[src/rtl/assert_macros.svh]
// Assertion macros used by the RTL module of the selector.
`ifndef ASSERT_MACROS_SVH
`define ASSERT_MACROS_SVH

// Checks a property on every rising clock edge outside reset.
`define ASSERT_CLK(label, prop, msg) \
  label: assert property (@(posedge clk_i) disable iff (!rst_ni) (prop)) else $error(msg);

// Checks that a condition in one cycle is followed by another in the next cycle.
`define ASSERT_NEXT(label, cond, nxt, msg) \
  label: assert property (@(posedge clk_i) disable iff (!rst_ni) (cond) |=> (nxt)) \
    else $error(msg);

`endif

[src/rtl/wlls_pkg.sv]
// Types and constants of the weighted least loaded selector.
package wlls_pkg;

  localparam int POOL_DEPTH = 16;
  localparam int POS_W      = $clog2(POOL_DEPTH);
  localparam int LEN_W      = POS_W + 1;
  localparam int ID_W       = POS_W + 1;
  localparam int NUM_IDS    = 2 * POOL_DEPTH;
  localparam int COUNT_W    = 16;
  localparam int WEIGHT_W   = 16;
  localparam int PROD_W     = COUNT_W + WEIGHT_W;

  localparam logic [COUNT_W-1:0] COUNT_MAX = {COUNT_W{1'b1}};

  typedef enum logic [1:0] {
    MODE_ADD    = 2'd0,
    MODE_OPEN   = 2'd1,
    MODE_CLOSE  = 2'd2,
    MODE_REMOVE = 2'd3
  } mode_e;

  typedef enum logic [1:0] {
    STAT_OK     = 2'd0,
    STAT_NONE   = 2'd1,
    STAT_FULL   = 2'd2,
    STAT_BAD_ID = 2'd3
  } status_e;

  typedef struct packed {
    mode_e               mode;
    logic                family;
    logic [WEIGHT_W-1:0] weight;
    logic [1:0]          type_mask;
    logic [ID_W-1:0]     target_id;
  } cmd_t;

  typedef struct packed {
    status_e            status;
    logic [ID_W-1:0]    chosen_id;
    logic [COUNT_W-1:0] chosen_count;
    logic [1:0]         families_seen;
  } res_t;

endpackage

[src/rtl/weighted_least_loaded_selector.sv]
// Weighted least loaded selector: two id heaps kept in synchronous memories.
//
//   channel   direction  handshake            word
//   command   in         start, busy          cmd_i
//   result    out        done_o strobe        res_o
//
// Each word is worked by a sequencer that reads, compares and writes back the
// heap and entry memories; every read is registered. The run of a word is set by
// its heap walk: an add sifts the new id up, an open bumps the chosen count and
// sifts it down from the root, a close lowers the count and sifts it up, and a
// remove moves the last id into the hole and sifts it up and then down.
// Reset clears the valid bits, heap lengths and seen mask at once, with no sweep.
// busy is high after the accept until the result cycle, in which a new word may be accepted.
`include "assert_macros.svh"

module weighted_least_loaded_selector (
  input  logic           clk_i,
  input  logic           rst_ni,
  input  logic           start,
  output logic           busy,
  input  wlls_pkg::cmd_t cmd_i,
  output logic           done_o,
  output wlls_pkg::res_t res_o
);

  typedef enum logic [4:0] {
    ST_IDLE, ST_DISP, ST_OP_R6, ST_OP_C4, ST_OP_C6, ST_OP_SEL, ST_TG_LD,
    ST_LD_H, ST_LD_E, ST_LD_W, ST_SU_RDH, ST_SU_RDE, ST_SU_MUL, ST_SU_CMP,
    ST_SU_DONE, ST_SD_CHK, ST_SD_RL, ST_SD_RR, ST_SD_RRD, ST_SD_CMP1,
    ST_SD_MUL2, ST_SD_CMP2, ST_SD_DONE, ST_FIN
  } state_e;

  state_e state_q;
  wlls_pkg::cmd_t cmd_q;

  logic [wlls_pkg::NUM_IDS-1:0] valid_q;
  logic [1:0][wlls_pkg::LEN_W-1:0] len_q;
  logic [1:0] seen_q;
  logic phase_q;

  logic fam_q;
  logic [wlls_pkg::POS_W-1:0] pos_q, hole_q, ld_pos_q, pick_pos_q;
  logic [wlls_pkg::ID_W-1:0] item_id_q, a_id_q, b_id_q;
  logic [wlls_pkg::COUNT_W-1:0] item_cnt_q, a_cnt_q, b_cnt_q;
  logic [wlls_pkg::WEIGHT_W-1:0] item_wt_q, a_wt_q, b_wt_q;
  logic [wlls_pkg::PROD_W-1:0] prod1_q, prod2_q;
  wlls_pkg::status_e res_status_q;
  logic [wlls_pkg::ID_W-1:0] res_id_q;
  logic [wlls_pkg::COUNT_W-1:0] res_cnt_q;

  logic [wlls_pkg::ID_W-1:0] hmem [wlls_pkg::NUM_IDS];
  logic [wlls_pkg::COUNT_W-1:0] cmem [wlls_pkg::NUM_IDS];
  logic [wlls_pkg::WEIGHT_W-1:0] wmem [wlls_pkg::NUM_IDS];
  logic [wlls_pkg::POS_W-1:0] pmem [wlls_pkg::NUM_IDS];

  logic [wlls_pkg::ID_W-1:0] h_rd, h_ra, h_wa, h_wd, e_ra, c_wa, w_wa, p_wa, p_ra;
  logic [wlls_pkg::COUNT_W-1:0] c_rd, c_wd;
  logic [wlls_pkg::WEIGHT_W-1:0] w_rd, w_wd;
  logic [wlls_pkg::POS_W-1:0] p_rd, p_wd;
  logic h_we, c_we, w_we, p_we;

  logic [wlls_pkg::COUNT_W-1:0] m1a, m2a;
  logic [wlls_pkg::WEIGHT_W-1:0] m1b, m2b;
  logic lt;

  logic free_found;
  logic [wlls_pkg::POS_W-1:0] free_slot;
  logic [wlls_pkg::ID_W-1:0] new_id;
  logic [wlls_pkg::WEIGHT_W-1:0] new_wt;
  logic [wlls_pkg::LEN_W-1:0] cur_len, new_len;
  logic [wlls_pkg::LEN_W:0] child_l, child_r;
  logic [wlls_pkg::POS_W-1:0] up_pos;
  logic have4, have6, sel6;
  logic [wlls_pkg::ID_W-1:0] sel_id;
  logic [wlls_pkg::COUNT_W-1:0] sel_cnt, open_cnt, dec_cnt;
  logic [wlls_pkg::WEIGHT_W-1:0] sel_wt;
  logic tg_valid;

  assign busy     = (state_q != ST_IDLE);
  assign lt       = (prod1_q < prod2_q);
  assign cur_len  = len_q[fam_q];
  assign child_l  = {1'b0, pos_q, 1'b1};
  assign child_r  = child_l + 1'b1;
  assign up_pos   = (pos_q - 1'b1) >> 1;
  assign new_id   = {cmd_q.family, free_slot};
  assign new_wt   = (cmd_q.weight == '0) ? wlls_pkg::WEIGHT_W'(1) : cmd_q.weight;
  assign new_len  = len_q[cmd_q.target_id[wlls_pkg::ID_W-1]] - 1'b1;
  assign tg_valid = valid_q[cmd_q.target_id];
  assign have4    = cmd_q.type_mask[0] && (len_q[0] != '0);
  assign have6    = cmd_q.type_mask[1] && (len_q[1] != '0);
  assign sel6     = have6 && (!have4 || lt);
  assign sel_id   = sel6 ? b_id_q : a_id_q;
  assign sel_cnt  = sel6 ? b_cnt_q : a_cnt_q;
  assign sel_wt   = sel6 ? b_wt_q : a_wt_q;
  assign open_cnt = (sel_cnt == wlls_pkg::COUNT_MAX) ? sel_cnt : sel_cnt + 1'b1;
  assign dec_cnt  = (c_rd == '0) ? c_rd : c_rd - 1'b1;

  always_comb begin
    free_found = 1'b0;
    free_slot  = '0;
    for (int s = wlls_pkg::POOL_DEPTH - 1; s >= 0; s--) begin
      if (!valid_q[{cmd_q.family, wlls_pkg::POS_W'(s)}]) begin
        free_found = 1'b1;
        free_slot  = wlls_pkg::POS_W'(s);
      end
    end
  end

  always_comb begin
    h_ra = '0;
    e_ra = '0;
    p_ra = cmd_q.target_id;
    h_we = 1'b0;
    h_wa = {fam_q, pos_q};
    h_wd = item_id_q;
    p_we = 1'b0;
    p_wa = item_id_q;
    p_wd = pos_q;
    c_we = 1'b0;
    c_wa = item_id_q;
    c_wd = '0;
    w_we = 1'b0;
    w_wa = new_id;
    w_wd = new_wt;
    m1a  = c_rd;
    m1b  = a_wt_q;
    m2a  = a_cnt_q;
    m2b  = w_rd;
    case (state_q)
      ST_DISP: begin
        e_ra = cmd_q.target_id;
        if (cmd_q.mode == wlls_pkg::MODE_ADD && free_found) begin
          w_we = 1'b1;
          c_we = 1'b1;
          c_wa = new_id;
        end
      end
      ST_OP_R6: begin
        h_ra = {1'b1, wlls_pkg::POS_W'(0)};
        e_ra = h_rd;
      end
      ST_OP_C4: e_ra = h_rd;
      ST_OP_SEL: begin
        c_we = have4 || have6;
        c_wa = sel_id;
        c_wd = open_cnt;
      end
      ST_TG_LD: begin
        if (cmd_q.mode == wlls_pkg::MODE_CLOSE) begin
          c_we = 1'b1;
          c_wa = cmd_q.target_id;
          c_wd = dec_cnt;
        end
      end
      ST_LD_H: h_ra = {fam_q, ld_pos_q};
      ST_LD_E: e_ra = h_rd;
      ST_SU_RDH: h_ra = {fam_q, up_pos};
      ST_SU_RDE: e_ra = h_rd;
      ST_SU_MUL: begin
        m1a = item_cnt_q;
        m1b = w_rd;
        m2a = c_rd;
        m2b = item_wt_q;
      end
      ST_SU_CMP: begin
        if (lt) begin
          h_we = 1'b1;
          h_wd = a_id_q;
          p_we = 1'b1;
          p_wa = a_id_q;
        end
      end
      ST_SU_DONE, ST_SD_DONE: begin
        h_we = 1'b1;
        p_we = 1'b1;
      end
      ST_SD_CHK: h_ra = {fam_q, child_l[wlls_pkg::POS_W-1:0]};
      ST_SD_RL: begin
        e_ra = h_rd;
        h_ra = {fam_q, child_r[wlls_pkg::POS_W-1:0]};
      end
      ST_SD_RR: e_ra = h_rd;
      ST_SD_MUL2: begin
        m1a = a_cnt_q;
        m1b = item_wt_q;
        m2a = item_cnt_q;
        m2b = a_wt_q;
      end
      ST_SD_CMP2: begin
        if (lt) begin
          h_we = 1'b1;
          h_wd = a_id_q;
          p_we = 1'b1;
          p_wa = a_id_q;
        end
      end
      default: begin
      end
    endcase
  end

  always_ff @(posedge clk_i) begin
    if (h_we) hmem[h_wa] <= h_wd;
    h_rd <= hmem[h_ra];
  end

  always_ff @(posedge clk_i) begin
    if (c_we) cmem[c_wa] <= c_wd;
    c_rd <= cmem[e_ra];
  end

  always_ff @(posedge clk_i) begin
    if (w_we) wmem[w_wa] <= w_wd;
    w_rd <= wmem[e_ra];
  end

  always_ff @(posedge clk_i) begin
    if (p_we) pmem[p_wa] <= p_wd;
    p_rd <= pmem[p_ra];
  end

  always_ff @(posedge clk_i or negedge rst_ni) begin
    if (!rst_ni) begin
      state_q <= ST_IDLE;
      valid_q <= '0;
      len_q   <= '0;
      seen_q  <= '0;
      phase_q <= 1'b0;
      done_o  <= 1'b0;
      res_o   <= '0;
    end else begin
      done_o  <= 1'b0;
      prod1_q <= m1a * m1b;
      prod2_q <= m2a * m2b;
      case (state_q)
        ST_IDLE: begin
          if (start) begin
            cmd_q   <= cmd_i;
            state_q <= ST_DISP;
          end
        end
        ST_DISP: begin
          res_status_q <= wlls_pkg::STAT_OK;
          res_id_q     <= '0;
          res_cnt_q    <= '0;
          case (cmd_q.mode)
            wlls_pkg::MODE_ADD: begin
              if (!free_found) begin
                res_status_q <= wlls_pkg::STAT_FULL;
                state_q      <= ST_FIN;
              end else begin
                res_id_q                <= new_id;
                valid_q[new_id]         <= 1'b1;
                len_q[cmd_q.family]     <= len_q[cmd_q.family] + 1'b1;
                seen_q[cmd_q.family]    <= 1'b1;
                fam_q                   <= cmd_q.family;
                pos_q     <= len_q[cmd_q.family][wlls_pkg::POS_W-1:0];
                item_id_q               <= new_id;
                item_cnt_q              <= '0;
                item_wt_q               <= new_wt;
                state_q                 <= ST_SU_RDH;
              end
            end
            wlls_pkg::MODE_OPEN: state_q <= ST_OP_R6;
            default: begin
              res_id_q <= cmd_q.target_id;
              if (!tg_valid) begin
                res_status_q <= wlls_pkg::STAT_BAD_ID;
                state_q      <= ST_FIN;
              end else begin
                state_q <= ST_TG_LD;
              end
            end
          endcase
        end
        ST_OP_R6: begin
          a_id_q  <= h_rd;
          state_q <= ST_OP_C4;
        end
        ST_OP_C4: begin
          a_cnt_q <= c_rd;
          a_wt_q  <= w_rd;
          b_id_q  <= h_rd;
          state_q <= ST_OP_C6;
        end
        ST_OP_C6: begin
          b_cnt_q <= c_rd;
          b_wt_q  <= w_rd;
          state_q <= ST_OP_SEL;
        end
        ST_OP_SEL: begin
          if (!(have4 || have6)) begin
            res_status_q <= wlls_pkg::STAT_NONE;
            state_q      <= ST_FIN;
          end else begin
            res_id_q   <= sel_id;
            res_cnt_q  <= open_cnt;
            item_id_q  <= sel_id;
            item_cnt_q <= open_cnt;
            item_wt_q  <= sel_wt;
            fam_q      <= sel6;
            pos_q      <= '0;
            state_q    <= ST_SD_CHK;
          end
        end
        ST_TG_LD: begin
          fam_q     <= cmd_q.target_id[wlls_pkg::ID_W-1];
          pos_q     <= p_rd;
          hole_q    <= p_rd;
          item_id_q <= cmd_q.target_id;
          item_wt_q <= w_rd;
          if (cmd_q.mode == wlls_pkg::MODE_CLOSE) begin
            item_cnt_q <= dec_cnt;
            res_cnt_q  <= dec_cnt;
            state_q    <= ST_SU_RDH;
          end else begin
            res_cnt_q                   <= c_rd;
            valid_q[cmd_q.target_id]    <= 1'b0;
            len_q[cmd_q.target_id[wlls_pkg::ID_W-1]] <= new_len;
            ld_pos_q  <= new_len[wlls_pkg::POS_W-1:0];
            phase_q   <= 1'b0;
            if ({1'b0, p_rd} < new_len) begin
              state_q <= ST_LD_H;
            end else begin
              state_q <= ST_FIN;
            end
          end
        end
        ST_LD_H: state_q <= ST_LD_E;
        ST_LD_E: begin
          item_id_q <= h_rd;
          state_q   <= ST_LD_W;
        end
        ST_LD_W: begin
          item_cnt_q <= c_rd;
          item_wt_q  <= w_rd;
          pos_q      <= hole_q;
          if (!phase_q) begin
            phase_q <= 1'b1;
            state_q <= ST_SU_RDH;
          end else begin
            state_q <= ST_SD_CHK;
          end
        end
        ST_SU_RDH: begin
          if (pos_q == '0) begin
            state_q <= ST_SU_DONE;
          end else begin
            state_q <= ST_SU_RDE;
          end
        end
        ST_SU_RDE: begin
          a_id_q  <= h_rd;
          state_q <= ST_SU_MUL;
        end
        ST_SU_MUL: state_q <= ST_SU_CMP;
        ST_SU_CMP: begin
          if (lt) begin
            pos_q   <= up_pos;
            state_q <= ST_SU_RDH;
          end else begin
            state_q <= ST_SU_DONE;
          end
        end
        ST_SU_DONE: begin
          if (cmd_q.mode == wlls_pkg::MODE_REMOVE) begin
            ld_pos_q <= hole_q;
            state_q  <= ST_LD_H;
          end else begin
            state_q <= ST_FIN;
          end
        end
        ST_SD_CHK: begin
          if (child_l >= {1'b0, cur_len}) begin
            state_q <= ST_SD_DONE;
          end else begin
            state_q <= ST_SD_RL;
          end
        end
        ST_SD_RL: begin
          a_id_q  <= h_rd;
          state_q <= ST_SD_RR;
        end
        ST_SD_RR: begin
          a_cnt_q <= c_rd;
          a_wt_q  <= w_rd;
          b_id_q  <= h_rd;
          state_q <= ST_SD_RRD;
        end
        ST_SD_RRD: begin
          b_cnt_q <= c_rd;
          b_wt_q  <= w_rd;
          state_q <= ST_SD_CMP1;
        end
        ST_SD_CMP1: begin
          if ((child_r < {1'b0, cur_len}) && lt) begin
            a_id_q     <= b_id_q;
            a_cnt_q    <= b_cnt_q;
            a_wt_q     <= b_wt_q;
            pick_pos_q <= child_r[wlls_pkg::POS_W-1:0];
          end else begin
            pick_pos_q <= child_l[wlls_pkg::POS_W-1:0];
          end
          state_q <= ST_SD_MUL2;
        end
        ST_SD_MUL2: state_q <= ST_SD_CMP2;
        ST_SD_CMP2: begin
          if (lt) begin
            pos_q   <= pick_pos_q;
            state_q <= ST_SD_CHK;
          end else begin
            state_q <= ST_SD_DONE;
          end
        end
        ST_SD_DONE: state_q <= ST_FIN;
        ST_FIN: begin
          done_o              <= 1'b1;
          res_o.status        <= res_status_q;
          res_o.chosen_id     <= res_id_q;
          res_o.chosen_count  <= res_cnt_q;
          res_o.families_seen <= seen_q;
          state_q             <= ST_IDLE;
        end
        default: state_q <= ST_IDLE;
      endcase
    end
  end

  `ASSERT_CLK(a_len_bound, (len_q[0] <= wlls_pkg::LEN_W'(wlls_pkg::POOL_DEPTH)) && (len_q[1] <= wlls_pkg::LEN_W'(wlls_pkg::POOL_DEPTH)), "heap length above pool depth")
  `ASSERT_CLK(a_v4_count, $countones(valid_q[wlls_pkg::POOL_DEPTH-1:0]) == int'(len_q[0]), "v4 valid bits disagree with heap length")
  `ASSERT_CLK(a_v6_count, $countones(valid_q[wlls_pkg::NUM_IDS-1:wlls_pkg::POOL_DEPTH]) == int'(len_q[1]), "v6 valid bits disagree with heap length")
  `ASSERT_NEXT(a_accept_busy, start && !busy, busy, "accepted word did not raise busy")
  `ASSERT_CLK(a_done_idle, !done_o || !busy, "result shown while a word is still in work")

endmodule

[config.mk]
export PLATFORM = sky130hd
export DESIGN_NAME = weighted_least_loaded_selector
export DESIGN_NICKNAME = d
export VERILOG_FILES = /design/src/rtl/wlls_pkg.sv /design/src/rtl/weighted_least_loaded_selector.sv
export VERILOG_INCLUDE_DIRS = /design/src /design/src/rtl
export SDC_FILE = /design/constraint.sdc
export NUM_CORES = 2
export LEC_CHECK = 0
export BUFFER_PORTS_ARGS = -buffer_cell sky130_fd_sc_hd__buf_2
export CORE_MARGIN = 2
export CORE_UTILIZATION = 65
export CTS_BUF_LIST = sky130_fd_sc_hd__clkbuf_4 sky130_fd_sc_hd__clkbuf_8
export DETAILED_ROUTE_END_ITERATION = 8
export PLACE_DENSITY = 0.84
export SYNTH_ARGS = -nofsm -noshare
export SYNTH_HDL_FRONTEND = slang
export SYNTH_SLANG_ARGS = --single-unit
[constraint.sdc]
create_clock -name clk_i -period 23.1 [get_ports clk_i]
set_input_delay 4.62 -clock clk_i [delete_from_list [all_inputs] [get_ports clk_i]]
set_output_delay 4.62 -clock clk_i [all_outputs]
set_load 0.02 [all_outputs]
==> summary.txt <==
Clock tree
  • CTS tree: yes
  • Post-CTS setup buffers: 0
  • PostCTS Resize Cnt: 0
  • Clock Latency Late Sink: 1.04 ns
  • Max clock buf depth: 4
  • Reg clk slew, reported paths: 0.06 ns
  • Clock Sink Count: 1670
  • H-tree levels: 5
  • Num CTS Buffers: 282
  • Root buffer cell: clkbuf_8
  • Cts hold-fix bufs: 0

Yosys
  • Synth top area share: 0.532
  • Cell count after synthesis: 7466
  • EDFF count, synth: 1553
  • Avg Cell Area, Syn: 11.8 sq um
  • Seq cells post-synth: 1670
  • Seq/Total Area, Yosys: 0.563
  • YS warnings: 0
  • Unique masters post-synth: 90
  • Post-Syn Nets: 8143
  • Post-synth top cells: edfxtp_1, nand2_1, inv_1
  • Synth top area cells: edfxtp_1, fa_1, nand2_1
  • Ys flop type: edfxtp_1
  • Ys async rst share: 0.0455
  • Yosys top cell by area: edfxtp_1
  • Top-count cell post-synth: edfxtp_1
  • Area of the mapped netlist: 0.0877 sq mm

Min path
  • Hold Path Origin: seen_q[0]
  • Hold Path Class: reg -> reg

Die
  • Initial Utilization: 0.656
  • Row cnt: 134
  • Placeable Area: 0.134 sq mm
  • Die height: 371 um
  • IO Count: 56
  • Die area: 0.138 sq mm
  • Die Width: 371 um

Placement
  • Placed Cells incl. Taps: 9052
  • DP HPWL: 168 mm
  • PortBufs: 55
  • Post-detailed-placement cell area: 0.0902 sq mm
  • Placer congestion estimate: 1.07

Setup path
  • Crit end category: flip-flop
  • Slowest cell on crit path: a221oi_1
  • Critical path data required time: 23.80 ns
  • Crit-path most repeated cell: fa_1
  • Reg2reg start: state_q[3]
  • CP Class: reg -> reg
  • Slowest cell delay on critical path: 0.91 ns
  • Setup crit start: state_q[3]
  • Crit path DAT: 10.38 ns
  • Crit Path Max Fanout: 61
  • Worst Setup Start Kind: flip-flop

GRT
  • Global Route Usage Sum: 0.372
  • Met2 usage in global routing: 0.576
  • Busiest layer in global routing: met2
  • Grt total ovfl: 0
  • Met3 usage: 0.0956
  • Initial antenna violation count: 13
  • Met1 usage: 0.486
  • First-pass GRT wire length: 379 mm
  • Vias in the first global route: 62500
  • Largest net degree at the start of global routing: 193

Timing
  • Final hold viol count: 0
  • Fin Hold WS: 0.465 ns
  • Endpoints failing setup: 0
  • Setup repair after global routing missed its margin: no
  • Max Fclk: 103 MHz
  • Setup TNS Final: 0 ns
  • Slew at the pin with the worst max-slew slack: 1.40 ns
  • Post-route clock period utilization: 0.419
  • Slew headroom: 0.0591
  • Slew Viols, Final: 0
  • Setup Skew: 0.0998 ns
  • Post-layout minimum cycle time: 9.67 ns

Layout
  • Area grow syn2layout: 8.83%
  • Ratio of cells with drive above 1 in the final layout: 0.116
  • Design area: 0.0955 sq mm
  • Final nets: 8245
  • Fin cells: 9531
  • Fillers: 8774

Status
  • Status: finished, final reports clean

Detailed routing
  • Total wire length: 255 mm
  • Vias: 63100
  • Initial drt markers: 8632
  • Antenna viol nets, final: 0
  • Wire length per cell: 26.8 um
  • Drt pass-1 iters: 9
  • DRC Markers: 0
  • Via/cell ratio: 6.62

Run
  • Maxcap violations: 0
cell families after synthesis:
family,count (synthesis),synth area share
AOI/OAI and AO/OA,1113,0.0925
adders and majority gates,648,0.126
xor gates and xnor gates,106,0.0106
and+or+nand+nor,2751,0.135
buffers and inverters,985,0.0450
muxes,193,0.0291
DFF,1670,0.563
flip-flops by register name, indices dropped and copies added, names as in the netlist, 10 cells and up:
register    flops
a_cnt_q        16
a_wt_q         16
b_cnt_q        16
b_wt_q         16
c_rd           16
cmd_q          21
cmem          512
hmem          160
item_cnt_q     16
item_wt_q      16
len_q          10
pmem          128
prod1_q        32
prod2_q        32
res_cnt_q      16
res_o          25
valid_q        32
w_rd           16
wmem          512
path summary, 6_finish.rpt:
path | to | slack, ns | cells after the start
worst min-delay path | seen_q[0] | 0.46 | 1
min in group asynchronous | len_q[9] | 3.56 | 1
worst min register to register | seen_q[0] | 0.46 | 1
max in group asynchronous | res_o[16] | 18.38 | 2
worst max register to register | prod1_q[31] | 13.43 | 29
worst max-delay path | prod1_q[31] | 13.43 | 29
through the flow:
stage | worst slack (ns) | utilization
2_1_floorplan | 14.80 | -
3_3_place_gp | 13.59 | 0.674
3_5_place_dp | 13.57 | 0.674
4_1_cts | 13.55 | 0.714
5_1_grt | 12.92 | 0.714
6_report | 13.43 | 0.714
layout make-up:
| cell class | count | area, sq um | area share |
|---|---|---|---|
| Clock buffer | 396 | 4880 | 0.0511 |
| Antenna cell | 6 | 15.0 | 0.000157 |
| Sequential cell | 1670 | 49400 | 0.517 |
| Tap cell | 1768 | 2210 | 0.0232 |
| Multi-Input combinational cell | 4811 | 34700 | 0.363 |
| Clock inverter | 77 | 412 | 0.00431 |
| Timing Repair Buffer | 263 | 1910 | 0.0200 |
| Inverter | 540 | 2030 | 0.0212 |
cell usage in the layout, fill, tap and decap left out, drive strengths merged, types with 46 or more instances in the layout:
cell / instances
a22oi: 50
a211oi: 54
a221oi: 93
clkbuf: 396
a21oi: 130
nor2: 502
a21o: 46
clkinv: 69
mux2i: 69
a221o: 55
edfxtp: 1553
o21ai: 201
dfrtp: 76
a31oi: 170
a311oi: 144
fa: 388
mux2: 83
nand3: 324
xnor2: 73
and3: 201
a22o: 46
ha: 260
nand2: 1507
buf: 263
inv: 541
layer usage:
| layer | vias to the layer above | wire [um] |
|---|---|---|
| met5 | - | 93 |
| met4 | 12 | 14700 |
| met3 | 841 | 32400 |
| met2 | 4507 | 118000 |
| met1 | 30900 | 90700 |
| li1 | 26900 | - |
critical path: cells and delay by family, from the launching register on:
kind | cells | cell delay [ns]
compound gates | 7 | 2.25
xor+xnor | 1 | 0.08
fa+ha+maj | 7 | 3.31
buf+inv | 7 | 1.17
flops | 1 | 0.70
simple gates | 7 | 1.86
Power is not shown: default switching activity piles up to over one toggle a cycle in this logic, so the estimate is an artifact.
